$ cat src/gbn_pkg.sv
package gbn_pkg;

  // default widths
  localparam int unsigned SeqBitsDefault    = 24;
  localparam int unsigned WindowBitsDefault = 16;

  // send credit is a fixed 17-bit saturating counter
  localparam int unsigned CreditBits   = 17;
  localparam int unsigned CredSumBits  = CreditBits + 1;

  // register reset values
  localparam int unsigned TotalChunksReset = 0;
  localparam int unsigned InitWindowReset  = 3;
  localparam int unsigned MaxWindowReset   = 1000;
  localparam int unsigned MinWindowReset   = 2;

  typedef enum logic [1:0] {
    CmdAck     = 2'd0,
    CmdTimeout = 2'd1,
    CmdSlot    = 2'd2
  } cmd_e;

  typedef enum logic [1:0] {
    RegTotalChunks   = 2'd0,
    RegInitialWindow = 2'd1,
    RegMaxWindow     = 2'd2,
    RegMinWindow     = 2'd3
  } cfg_reg_e;

  // per-event status bits
  typedef struct packed {
    logic sent;
    logic ended;
    logic complete;
  } step_flags_t;

endpackage

$ cat src/gbn_step.sv
module gbn_step #(
  parameter int unsigned SEQ_BITS    = gbn_pkg::SeqBitsDefault,
  parameter int unsigned WINDOW_BITS = gbn_pkg::WindowBitsDefault
) (
  input  logic [1:0]                   cmd_i,
  input  logic [SEQ_BITS-1:0]          ack_i,
  input  logic [SEQ_BITS-1:0]          total_i,
  input  logic [WINDOW_BITS-1:0]       max_win_i,
  input  logic [WINDOW_BITS-1:0]       min_win_i,
  input  logic [SEQ_BITS-1:0]          ha_q_i,
  input  logic [SEQ_BITS-1:0]          ns_q_i,
  input  logic [WINDOW_BITS-1:0]       win_q_i,
  input  logic [gbn_pkg::CreditBits-1:0] cred_q_i,
  input  logic                         fill_q_i,
  output logic [SEQ_BITS-1:0]          ha_d_o,
  output logic [SEQ_BITS-1:0]          ns_d_o,
  output logic [WINDOW_BITS-1:0]       win_d_o,
  output logic [gbn_pkg::CreditBits-1:0] cred_d_o,
  output logic                         fill_d_o,
  output logic [SEQ_BITS-1:0]          send_seq_o,
  output gbn_pkg::step_flags_t         flags_o
);
  import gbn_pkg::*;

  localparam int unsigned CmpBits = (SEQ_BITS > WINDOW_BITS) ? SEQ_BITS : WINDOW_BITS;

  logic [SEQ_BITS-1:0]    ha, ns, seq, j;
  logic [WINDOW_BITS-1:0] win, room, g, half;
  logic [CreditBits-1:0]  cred;
  logic [CredSumBits-1:0] cred_sum;
  logic                   fill, sent, ended;

  // in-flight count below window
  function automatic logic has_room(input logic [SEQ_BITS-1:0] n,
                                    input logic [SEQ_BITS-1:0] h,
                                    input logic [WINDOW_BITS-1:0] w);
    logic [SEQ_BITS-1:0] infl;
    infl = (n > h) ? (n - h) : '0;
    return CmpBits'(infl) < CmpBits'(w);
  endfunction

  always_comb begin
    ha       = ha_q_i;
    ns       = ns_q_i;
    win      = win_q_i;
    cred     = cred_q_i;
    fill     = fill_q_i;
    sent     = 1'b0;
    ended    = 1'b0;
    seq      = '0;
    j        = '0;
    room     = '0;
    g        = '0;
    cred_sum = '0;
    half     = '0;

    case (cmd_i)
      CmdAck: begin
        if (ack_i > ha) begin
          j  = ack_i - ha;
          ha = ack_i;
          if (win >= max_win_i) begin
            win = max_win_i;
          end else begin
            room     = max_win_i - win;
            g        = (CmpBits'(j) > CmpBits'(room)) ? room : WINDOW_BITS'(j);
            win      = win + g;
            cred_sum = {1'b0, cred} + CredSumBits'({g, 1'b0});
            cred     = cred_sum[CreditBits] ? '1 : cred_sum[CreditBits-1:0];
          end
        end
      end
      CmdTimeout: begin
        if (ha < total_i) begin
          ended = 1'b1;
        end
      end
      CmdSlot: begin
        if (ha < total_i && ns < total_i) begin
          if (fill) begin
            sent = has_room(ns, ha, win);
          end else if (cred != '0) begin
            cred = cred - CreditBits'(1);
            sent = 1'b1;
          end
          if (sent) begin
            seq = ns;
            ns  = ns + SEQ_BITS'(1);
          end
        end
      end
      default: ;
    endcase

    // fill phase exit, then round-end check
    if (!ended) begin
      if (fill && ha < total_i) begin
        if (!(has_room(ns, ha, win) && ns < total_i)) begin
          fill = 1'b0;
        end
      end
      if (!fill && ha >= ns && (cred == '0 || ns >= total_i)) begin
        ended = 1'b1;
      end
    end

    // halve window within min/max, clear credit, rewind to the ack, restart fill
    if (ended) begin
      half = win >> 1;
      if (half < min_win_i) half = min_win_i;
      if (half > max_win_i) half = max_win_i;
      win  = half;
      cred = '0;
      ns   = ha;
      fill = 1'b1;
    end

    ha_d_o           = ha;
    ns_d_o           = ns;
    win_d_o          = win;
    cred_d_o         = cred;
    fill_d_o         = fill;
    send_seq_o       = seq;
    flags_o.sent     = sent;
    flags_o.ended    = ended;
    flags_o.complete = (ha >= total_i);
  end

endmodule

$ cat src/go_back_n_window_sender_top.sv
// Go-back-N sender control with an additive-increase / halving congestion
// window. Each input beat is one event (ack, timeout or offered send slot)
// and gives exactly one result beat: whether a chunk goes out and its
// sequence number, whether a round ended, the window after the event and
// whether everything is acked. One event is taken every cycle while
// in_stall_o is low: the whole state update is one combinational pass
// of the step logic between the state registers, so the next event
// sees the new state right away. Each result is registered in the
// result register, or in a one-beat skid register when that one is
// stalled, so input keeps flowing for one beat while the result is
// stalled; in_stall_o rises only when both hold a beat. Configuration
// writes are always ready and act at once; a write of initial_window is
// accepted but ignored, as only reset seeds the window from its default.
module go_back_n_window_sender_top #(
  parameter int unsigned SEQ_BITS    = gbn_pkg::SeqBitsDefault,
  parameter int unsigned WINDOW_BITS = gbn_pkg::WindowBitsDefault,
  localparam int unsigned CFG_BITS   = (SEQ_BITS > WINDOW_BITS) ? SEQ_BITS : WINDOW_BITS
) (
  input  logic                   clk_i,
  input  logic                   rst_ni,
  // config write channel
  input  logic                   cfg_valid_i,
  output logic                   cfg_ready_o,
  input  logic [1:0]             cfg_index_i,
  input  logic [CFG_BITS-1:0]    cfg_data_i,
  // event channel
  input  logic                   in_valid_i,
  output logic                   in_stall_o,
  input  logic [1:0]             command_i,
  input  logic [SEQ_BITS-1:0]    ack_number_i,
  // result channel
  output logic                   out_valid_o,
  input  logic                   out_stall_i,
  output logic                   send_valid_o,
  output logic [SEQ_BITS-1:0]    send_sequence_o,
  output logic                   round_ended_o,
  output logic [WINDOW_BITS-1:0] window_now_o,
  output logic                   all_acked_o
);
  import gbn_pkg::*;

  // configuration registers
  logic [SEQ_BITS-1:0]    total_q;
  logic [WINDOW_BITS-1:0] max_win_q, min_win_q;

  // sender state
  logic [SEQ_BITS-1:0]    ha_q, ha_d;
  logic [SEQ_BITS-1:0]    ns_q, ns_d;
  logic [WINDOW_BITS-1:0] win_q, win_d;
  logic [CreditBits-1:0]  cred_q, cred_d;
  logic                   fill_q, fill_d;

  // step results
  logic [SEQ_BITS-1:0]    send_seq;
  step_flags_t            flags;

  // result register and skid register
  logic                   out_valid_q, skid_valid_q;
  logic [SEQ_BITS-1:0]    out_seq_q, skid_seq_q;
  logic [WINDOW_BITS-1:0] out_win_q, skid_win_q;
  step_flags_t            out_flags_q, skid_flags_q;

  logic in_fire, out_fire;

  assign cfg_ready_o = 1'b1;
  assign in_stall_o  = skid_valid_q;
  assign in_fire     = in_valid_i && !skid_valid_q;
  assign out_fire    = out_valid_q && !out_stall_i;

  // config writes, unused high data bits dropped per register
  always_ff @(posedge clk_i or negedge rst_ni) begin
    if (!rst_ni) begin
      total_q   <= SEQ_BITS'(TotalChunksReset);
      max_win_q <= WINDOW_BITS'(MaxWindowReset);
      min_win_q <= WINDOW_BITS'(MinWindowReset);
    end else if (cfg_valid_i && cfg_ready_o) begin
      case (cfg_index_i)
        RegTotalChunks:   total_q   <= cfg_data_i[SEQ_BITS-1:0];
        RegInitialWindow: ;  // only the reset default seeds the window
        RegMaxWindow:     max_win_q <= cfg_data_i[WINDOW_BITS-1:0];
        RegMinWindow:     min_win_q <= cfg_data_i[WINDOW_BITS-1:0];
        default: ;
      endcase
    end
  end

  gbn_step #(
    .SEQ_BITS    (SEQ_BITS),
    .WINDOW_BITS (WINDOW_BITS)
  ) u_step (
    .cmd_i      (command_i),
    .ack_i      (ack_number_i),
    .total_i    (total_q),
    .max_win_i  (max_win_q),
    .min_win_i  (min_win_q),
    .ha_q_i     (ha_q),
    .ns_q_i     (ns_q),
    .win_q_i    (win_q),
    .cred_q_i   (cred_q),
    .fill_q_i   (fill_q),
    .ha_d_o     (ha_d),
    .ns_d_o     (ns_d),
    .win_d_o    (win_d),
    .cred_d_o   (cred_d),
    .fill_d_o   (fill_d),
    .send_seq_o (send_seq),
    .flags_o    (flags)
  );

  // state advances on every accepted event
  always_ff @(posedge clk_i or negedge rst_ni) begin
    if (!rst_ni) begin
      ha_q   <= '0;
      ns_q   <= '0;
      win_q  <= WINDOW_BITS'(InitWindowReset);
      cred_q <= '0;
      fill_q <= 1'b1;
    end else if (in_fire) begin
      ha_q   <= ha_d;
      ns_q   <= ns_d;
      win_q  <= win_d;
      cred_q <= cred_d;
      fill_q <= fill_d;
    end
  end

  // output control: the skid register catches a beat when the result is stalled
  always_ff @(posedge clk_i or negedge rst_ni) begin
    if (!rst_ni) begin
      out_valid_q  <= 1'b0;
      skid_valid_q <= 1'b0;
    end else if (skid_valid_q) begin
      if (out_fire) begin
        skid_valid_q <= 1'b0;
      end
    end else if (in_fire) begin
      if (!out_valid_q || out_fire) begin
        out_valid_q <= 1'b1;
      end else begin
        skid_valid_q <= 1'b1;
      end
    end else if (out_fire) begin
      out_valid_q <= 1'b0;
    end
  end

  // result payload
  always_ff @(posedge clk_i) begin
    if (skid_valid_q) begin
      if (out_fire) begin
        out_seq_q   <= skid_seq_q;
        out_win_q   <= skid_win_q;
        out_flags_q <= skid_flags_q;
      end
    end else if (in_fire) begin
      if (!out_valid_q || out_fire) begin
        out_seq_q   <= send_seq;
        out_win_q   <= win_d;
        out_flags_q <= flags;
      end else begin
        skid_seq_q   <= send_seq;
        skid_win_q   <= win_d;
        skid_flags_q <= flags;
      end
    end
  end

  assign out_valid_o     = out_valid_q;
  assign send_valid_o    = out_flags_q.sent;
  assign send_sequence_o = out_seq_q;
  assign round_ended_o   = out_flags_q.ended;
  assign window_now_o    = out_win_q;
  assign all_acked_o     = out_flags_q.complete;

  // skid only ever holds a beat behind a full result register
  a_skid_behind_out: assert property (@(posedge clk_i) disable iff (!rst_ni)
    skid_valid_q |-> out_valid_q)
    else $error("skid register full while result register empty");

  // a round end clears credit and rewinds sending to the ack
  a_round_end_rewind: assert property (@(posedge clk_i) disable iff (!rst_ni)
    (in_fire && flags.ended) |=> (cred_q == '0 && fill_q && ns_q == ha_q))
    else $error("round end did not rewind sender state");

  // nothing is sent once everything is acked
  a_no_send_complete: assert property (@(posedge clk_i) disable iff (!rst_ni)
    (in_fire && ha_q >= total_q) |-> !flags.sent)
    else $error("chunk sent after transfer complete");

  // a send emits the current next sequence
  a_send_in_order: assert property (@(posedge clk_i) disable iff (!rst_ni)
    (in_fire && flags.sent) |-> (send_seq == ns_q))
    else $error("sent sequence differs from next sequence");

endmodule
$ cat config.mk
export PLATFORM = sky130hd
export DESIGN_NAME = go_back_n_window_sender_top
export DESIGN_NICKNAME = d
export VERILOG_FILES = /design/src/gbn_pkg.sv /design/src/gbn_step.sv /design/src/go_back_n_window_sender_top.sv
export SDC_FILE = /design/constraint.sdc
export NUM_CORES = 1
export LEC_CHECK = 0
export CAP_MARGIN = 5
export CORE_ASPECT_RATIO = 0.5
export CORE_MARGIN = 5
export CORE_UTILIZATION = 40
export CTS_BUF_LIST = sky130_fd_sc_hd__clkbuf_4
export CTS_CLUSTER_SIZE = 16
export DETAILED_ROUTE_END_ITERATION = 16
export DONT_BUFFER_PORTS = 1
export PLACE_DENSITY_LB_ADDON = 0.1
export SYNTH_ARGS = -nofsm -noshare
export SYNTH_HDL_FRONTEND = slang
export SYNTH_SLANG_ARGS = --single-unit
$ cat constraint.sdc
create_clock -name clk_i -period 17.9 [get_ports clk_i]
set_input_delay 0.895 -clock clk_i [delete_from_list [all_inputs] [get_ports clk_i]]
set_output_delay 0.895 -clock clk_i [all_outputs]
set_load 0.05 [all_outputs]
==> impl_metrics.csv, run 1 <==
group,metric,value,unit
floorplan,num_rows,61,
route,via_count,20800,
grt,grt_usage,27.7,%
yosys,syn_area,0.0224,mm2
placement,gp_congestion,0.982,
finish,areaGrowthSynthToFinish,7.39,%
yosys,syn_inst,2641,
yosys,yosysMostFrequentCell,"ha_1",
timing,rsz0062_at_grt,"false",
critical_path,path_delay_family,"compound AO/OA/AOI/OAI gates",
clock_network,clock-sinks,226,
route,drtIter0Drc,2118,
job,cap_viol_max_count,0,
clock_network,cts_htree_levels,2,
placement,portBuffers,0,
timing,setup_viol,0,
grt,grt_max_degree,141,
route,dr.pass1.iters,8,
clock_network,clock_latency,860,ps
timing,worst_pin_slew,1260,ps
yosys,synth_seq_cells,226,
finish,layout-drive-gt1-share,10.2,%
timing,skew,66.8,ps
grt,antenna_found_initial,2,
critical_path,cp_slowest_cell,"a21o_1",
timing,finalHoldViolations,0,
critical_path,crit_buf_inv,6,
finish,nets,2997,
timing,period_needed,13080,ps
grt,grt_pass1_vias,19100,
clock_network,post_cts_buffers,0,
timing,slew_headroom,14.7,%
timing,tns,0,ps
timing,min_period_over_period,73.1,%
yosys,yosysWarningCount,0,
route,drc,0,
route,routed_via_density,6.04,
floorplan,core-area,0.0555,mm2
critical_path,crit_required,18460,ps
critical_path,arrival,13640,ps
yosys,avgSynthCellArea,8.49,um2
critical_path,crit_type,"reg2reg",
run_status,outcome,"completed",
placement,dp.cells,3336,
yosys,netlist_top_cells_count,"ha_1, nand2_1, inv_1",
yosys,yosys-top-cells-area,"ha_1, dfrtp_1, edfxtp_1",
yosys,synth_cell_types,94,
critical_path,crit_top_cell,"a21oi_1",
floorplan,die_area,0.0612,mm2
yosys,synth.yosys.seq_area_share,27.2,%
critical_path,cp-start-kind,"register",
yosys,synth_top_area_cell,"ha_1",
timing,fmax,0.0764,GHz
clock_network,cts_made_buffers,59,
clock_network,cts_root_buf,"clkbuf_4",
yosys,ys_async_sr_fraction,61.9,%
clock_network,cts_tree,"built",
route,wl,86.7,mm
yosys,syn-num-nets,2996,
floorplan,die-width,345,um
placement,hpwl,68.7,mm
critical_path,cp-end-kind,"register",
grt,grt-ovfl-total,0,
floorplan,die_h,177,um
min_path,hp-class,"in2async",
route,ant_nets,0,
route,wl_per_cell,25.1,um
floorplan,io_pins,103,
yosys,synth-main-ff-cell,"dfrtp_1",
timing,slew_viol_final,0,
critical_path,slowest_delay,750,ps
clock_network,cts_buffer_depth,3,
finish,fin_cells,3447,
grt,grt_pass1_wl,127,mm
floorplan,start_util,40.4,%
yosys,synth_top_area_share,16.3,%
yosys,synth_edf_count,86,
clock_network,clkTransAtPathRegs,80,ps
critical_path,cp_max_fo,36,
state kept, by name, indices dropped and copies added (netlist names), 3 cells and up:
| name | cells |
|---|---|
| total_q | 24 |
| skid_win_q | 16 |
| cred_q | 17 |
| send_sequence_o | 24 |
| ha_q | 24 |
| window_now_o | 16 |
| skid_flags_q | 3 |
| max_win_q | 16 |
| ns_q | 24 |
| skid_seq_q | 24 |
| win_q | 16 |
| min_win_q | 16 |
cell usage in the layout (no fill, tap or decap), drive strengths merged, types with 20 or more instances in the layout:
cell,Yosys,routed
a21oi,200,200
inv,211,212
dfrtp,130,130
nand4,56,56
nor2b,22,22
nand2b,26,26
edfxtp,86,86
xnor2,60,60
a21o,74,74
buf,20,31
o211ai,26,26
o21a,29,29
mux2,95,95
clkbuf,71,77
clkinv,1,30
nor4,22,22
nor3,81,81
nor2,204,204
a31oi,20,20
nand3,60,60
a211oi,29,29
o31ai,28,28
mux2i,43,43
and2,22,22
ha,292,292
nand2,230,230
xor2,41,41
o21ai,172,172
final timing paths:
| path | cells past startpoint | from | slack (ps) | to |
|---|---|---|---|---|
| max | 52 | max_win_q[0] | 4820 | window_now_o[9] |
| max in group asynchronous | 1 | rst_ni | 17160 | win_q[9] |
| max reg2reg | 52 | max_win_q[0] | 4820 | window_now_o[9] |
| min in group clk_i | 2 | cfg_data_i[22] | 160 | total_q[22] |
| min | 1 | rst_ni | 30 | total_q[22] |
| min reg2reg | 2 | ha_q[11] | 520 | ha_q[11] |
stage by stage:
stage               setup WS, ps  util, %  hold WS, ps  instance area (um2)
CTS                         4880     43.4         38.7                24100
global route                3680     43.4         71.6                24100
floorplan                   6450        -          472                22400
finish                      4820     43.4         34.1                24100
detailed placement          4660     41.9          508                23300
global placement            4890     41.9          497                23300
layer usage:
metal / part of all wire [%] / global-route usage, % / vias up
met3: 7.7 / 5.54 / 138
li1: - / - / 9840
met5: 0.013 / 0 / -
met2: 42 / 41.1 / 767
met4: 2.9 / 7.68 / 2
met1: 48 / 40.8 / 10100
timing repair:
action                                 CTS  global route
resized for setup                        0             0
endpoints found under the hold margin  140             0
hold buffers                             1             0
cells by family (layout without fill, tap and decap cells):
kind of cell	after synthesis	count (layout)	synth area share [%]
AO/OA/AOI/OAI	761	761	22.4
XOR/XNOR	101	101	3.95
adder cells (fa/ha/maj)	298	298	16.8
buffers and inverters	303	352	5.26
flip-flops	226	226	27.2
multiplexers	138	138	6.69
other	1	2	0.0167
AND/OR/NAND/NOR	813	813	17.6
final cells by class:
cell class              instances  area [um2]
diodes                          1        2.50
clock buffers                  77         578
clock inverters                32         200
fillers                      5613       31400
inverters                     212         796
multi-input cells            2112       15200
flip-flops and latches        226        6100
well taps                     756         946
repair buffers                 31         253
worst register-to-register path: cells and delay by family (launching register included):
family          cells  cell delay, ps
compound gates     25            5630
simple gates       10            2510
fa+ha+maj           6            1870
buf+inv             6            1040
mux                 3             840
flops               1             550
xor+xnor            2             370
Power of run 1 is left out: the tool's default activity adds up to more than one toggle a clock period on the data nets, which glitch-free logic cannot reach.
==> run 2, diff against run 1 <==
==> constraint.sdc (replaced) <==
create_clock -name clk_i -period 10.5 [get_ports clk_i]
set_input_delay 0.525 -clock clk_i [delete_from_list [all_inputs] [get_ports clk_i]]
set_output_delay 0.525 -clock clk_i [all_outputs]
set_load 0.05 [all_outputs]
==> run 2 against run 1 <==
Against the previous run: via count is 7.2% higher; count of clock-buffer cells in the layout is 13 higher; final cell count is 10% higher; sequential cell count stayed put; fmax is 28% higher; first-iteration DRC count is 12% higher; register-to-register slack worse by 4600 ps; critical path type unchanged.
==> impl_metrics.csv, run 2 (synthesis gave the netlist of run 1 again) <==
group,metric,value,unit
critical_path,rr_worst_depth,52,
clock_network,clock-sinks,226,
floorplan,start_util,40.4,%
timing,worst_pin_slew,1150,ps
finish,nets,3354,
floorplan,die-width,345,um
min_path,min_path_cells,2,
clock_network,clock_latency,810,ps
job,cap_viol_max_count,0,
clock_network,cts_tree,"built",
grt,antenna_found_initial,6,
floorplan,io_pins,103,
critical_path,cp-end-kind,"register",
critical_path,cp-start-kind,"register",
timing,setup_viol,0,
clock_network,cts_root_buf,"clkbuf_4",
placement,gp_congestion,0.991,
route,drc,0,
route,via_count,22300,
critical_path,crit_buf_inv,11,
placement,dp.cells,3607,
grt,grt_pass1_wl,136,mm
critical_path,rrSetupSlack,250,ps
route,ant_nets,0,
critical_path,cp_slowest_cell,"dfrtp_1",
finish,fin_cells,3805,
finish,layout-drive-gt1-share,25.4,%
finish,fillCellCount,5410,
clock_network,cts_buffer_depth,3,
timing,fmax,0.0975,GHz
critical_path,crit_type,"reg2reg",
placement,hpwl,74.2,mm
timing,slew_viol_final,0,
route,wl,94.8,mm
critical_path,crit_required,11050,ps
route,dr.pass1.iters,6,
timing,period_needed,10250,ps
floorplan,core-area,0.0555,mm2
grt,grt_pass1_vias,20700,
timing,finalHoldViolations,0,
floorplan,num_rows,61,
finish,areaGrowthSynthToFinish,25.1,%
clock_network,cts_htree_levels,2,
min_path,hp-class,"in2reg",
run_status,outcome,"completed",
route,drtIter0Drc,2362,
critical_path,slowest_delay,390,ps
critical_path,r2r_end,"window_now_o[8]",
finish,final_common_cell,"buf_4",
min_path,min-delay-start,"command_i[1]",
route,wl_per_cell,24.9,um
timing,skew,62.5,ps
critical_path,cp_max_fo,8,
timing,rsz0062_at_grt,"true",
route,routed_via_density,5.86,
critical_path,path_delay_family,"compound AO/OA/AOI/OAI gates",
floorplan,die_area,0.0612,mm2
timing,slew_headroom,23.4,%
placement,portBuffers,0,
grt,grt_usage,29.8,%
critical_path,crit_top_cell,"buf_4",
critical_path,arrival,10800,ps
grt,grt-ovfl-total,0,
timing,min_period_over_period,97.7,%
grt,grt_max_degree,141,
critical_path,r2r_start,"ns_q[0]",
floorplan,die_h,177,um
finish,layout_common_cells,"buf_4, ha_1, nand2_1, inv_1, nor2_1",
clock_network,cts_made_buffers,60,
min_path,worst_hold_path.endpoint,"cred_q[1]",
clock_network,clkTransAtPathRegs,70,ps
==> run 2: cell types whose count changed in the layout (fill, tap and decap cells not counted), moves of 17 or more <==
cell / previous run / this run
o21ai_0: 166 / 139
ha_1: 292 / 272
a21oi_2: 2 / 22
a21oi_1: 197 / 173
buf_4: 30 / 339
o21ai_1: 6 / 23
dlygate4sd3_1: 0 / 28
==> run 2: final cells by class <==
cell class                 instances  area [um2]  area share [%]
antenna                            2        5.00          0.0178
clock buffer                      90         676            2.41
clock inverter                    20         115           0.410
inverter                         212         803            2.86
multi-input combinational       2112       16200            57.9
sequential                       226        6100            21.8
tap                              756         946            3.37
timing repair buffer             387        3160            11.3
==> run 2: metal layers <==
| metal | share of wire [%] | track usage [%] | wire (um) | up-vias |
|---|---|---|---|---|
| li1 | - | - | - | 10600 |
| met4 | 2.5 | 6.40 | 2420 | 2 |
| met3 | 8.7 | 7.26 | 8290 | 159 |
| met1 | 46 | 43.1 | 43800 | 10700 |
| met5 | 0.014 | 0 | 13 | - |
| met2 | 42 | 45.3 | 40200 | 855 |
==> run 2: through the flow <==
step	worst slack, ps	setup TNS [ps]	hold WS, ps	utilization, %	area, um2
after detailed placement	-324	-7190	241	45.7	25400
final	245	0	80.0	50.5	28000
after CTS	10.1	0	0.761	48.1	26700
after floorplan	12.9	0	229	-	22500
after global placement	-70.8	-627	240	45.7	25400
after global routing	-167	-2050	37.5	50.5	28000
==> run 2: timing repair <==
item                                   4_1_cts  5_1_grt
gates resized for setup                     27      211
endpoints found under the hold margin      200        0
pin swaps                                   12       87
cloned                                       2        4
setup endpoints to repair                   33       92
hold buffers                                29        0
setup buffers                               11       40
==> run 2: worst max-delay path by stage <==
| stage | cells past startpoint | to | start | slack, ps |
|---|---|---|---|---|
| final | 52 | window_now_o[8] | ns_q[0] | 250 |
| after global routing | 53 | window_now_o[10] | ha_q[1] | -170 |
| after CTS | 51 | window_now_o[3] | win_q[1] | 10 |
| after detailed placement | 51 | window_now_o[10] | ack_number_i[0] | -320 |
| after global placement | 51 | window_now_o[4] | ack_number_i[0] | -70 |
| after floorplan | 54 | window_now_o[2] | win_q[0] | 10 |
Power of run 2 is left out for the same reason.
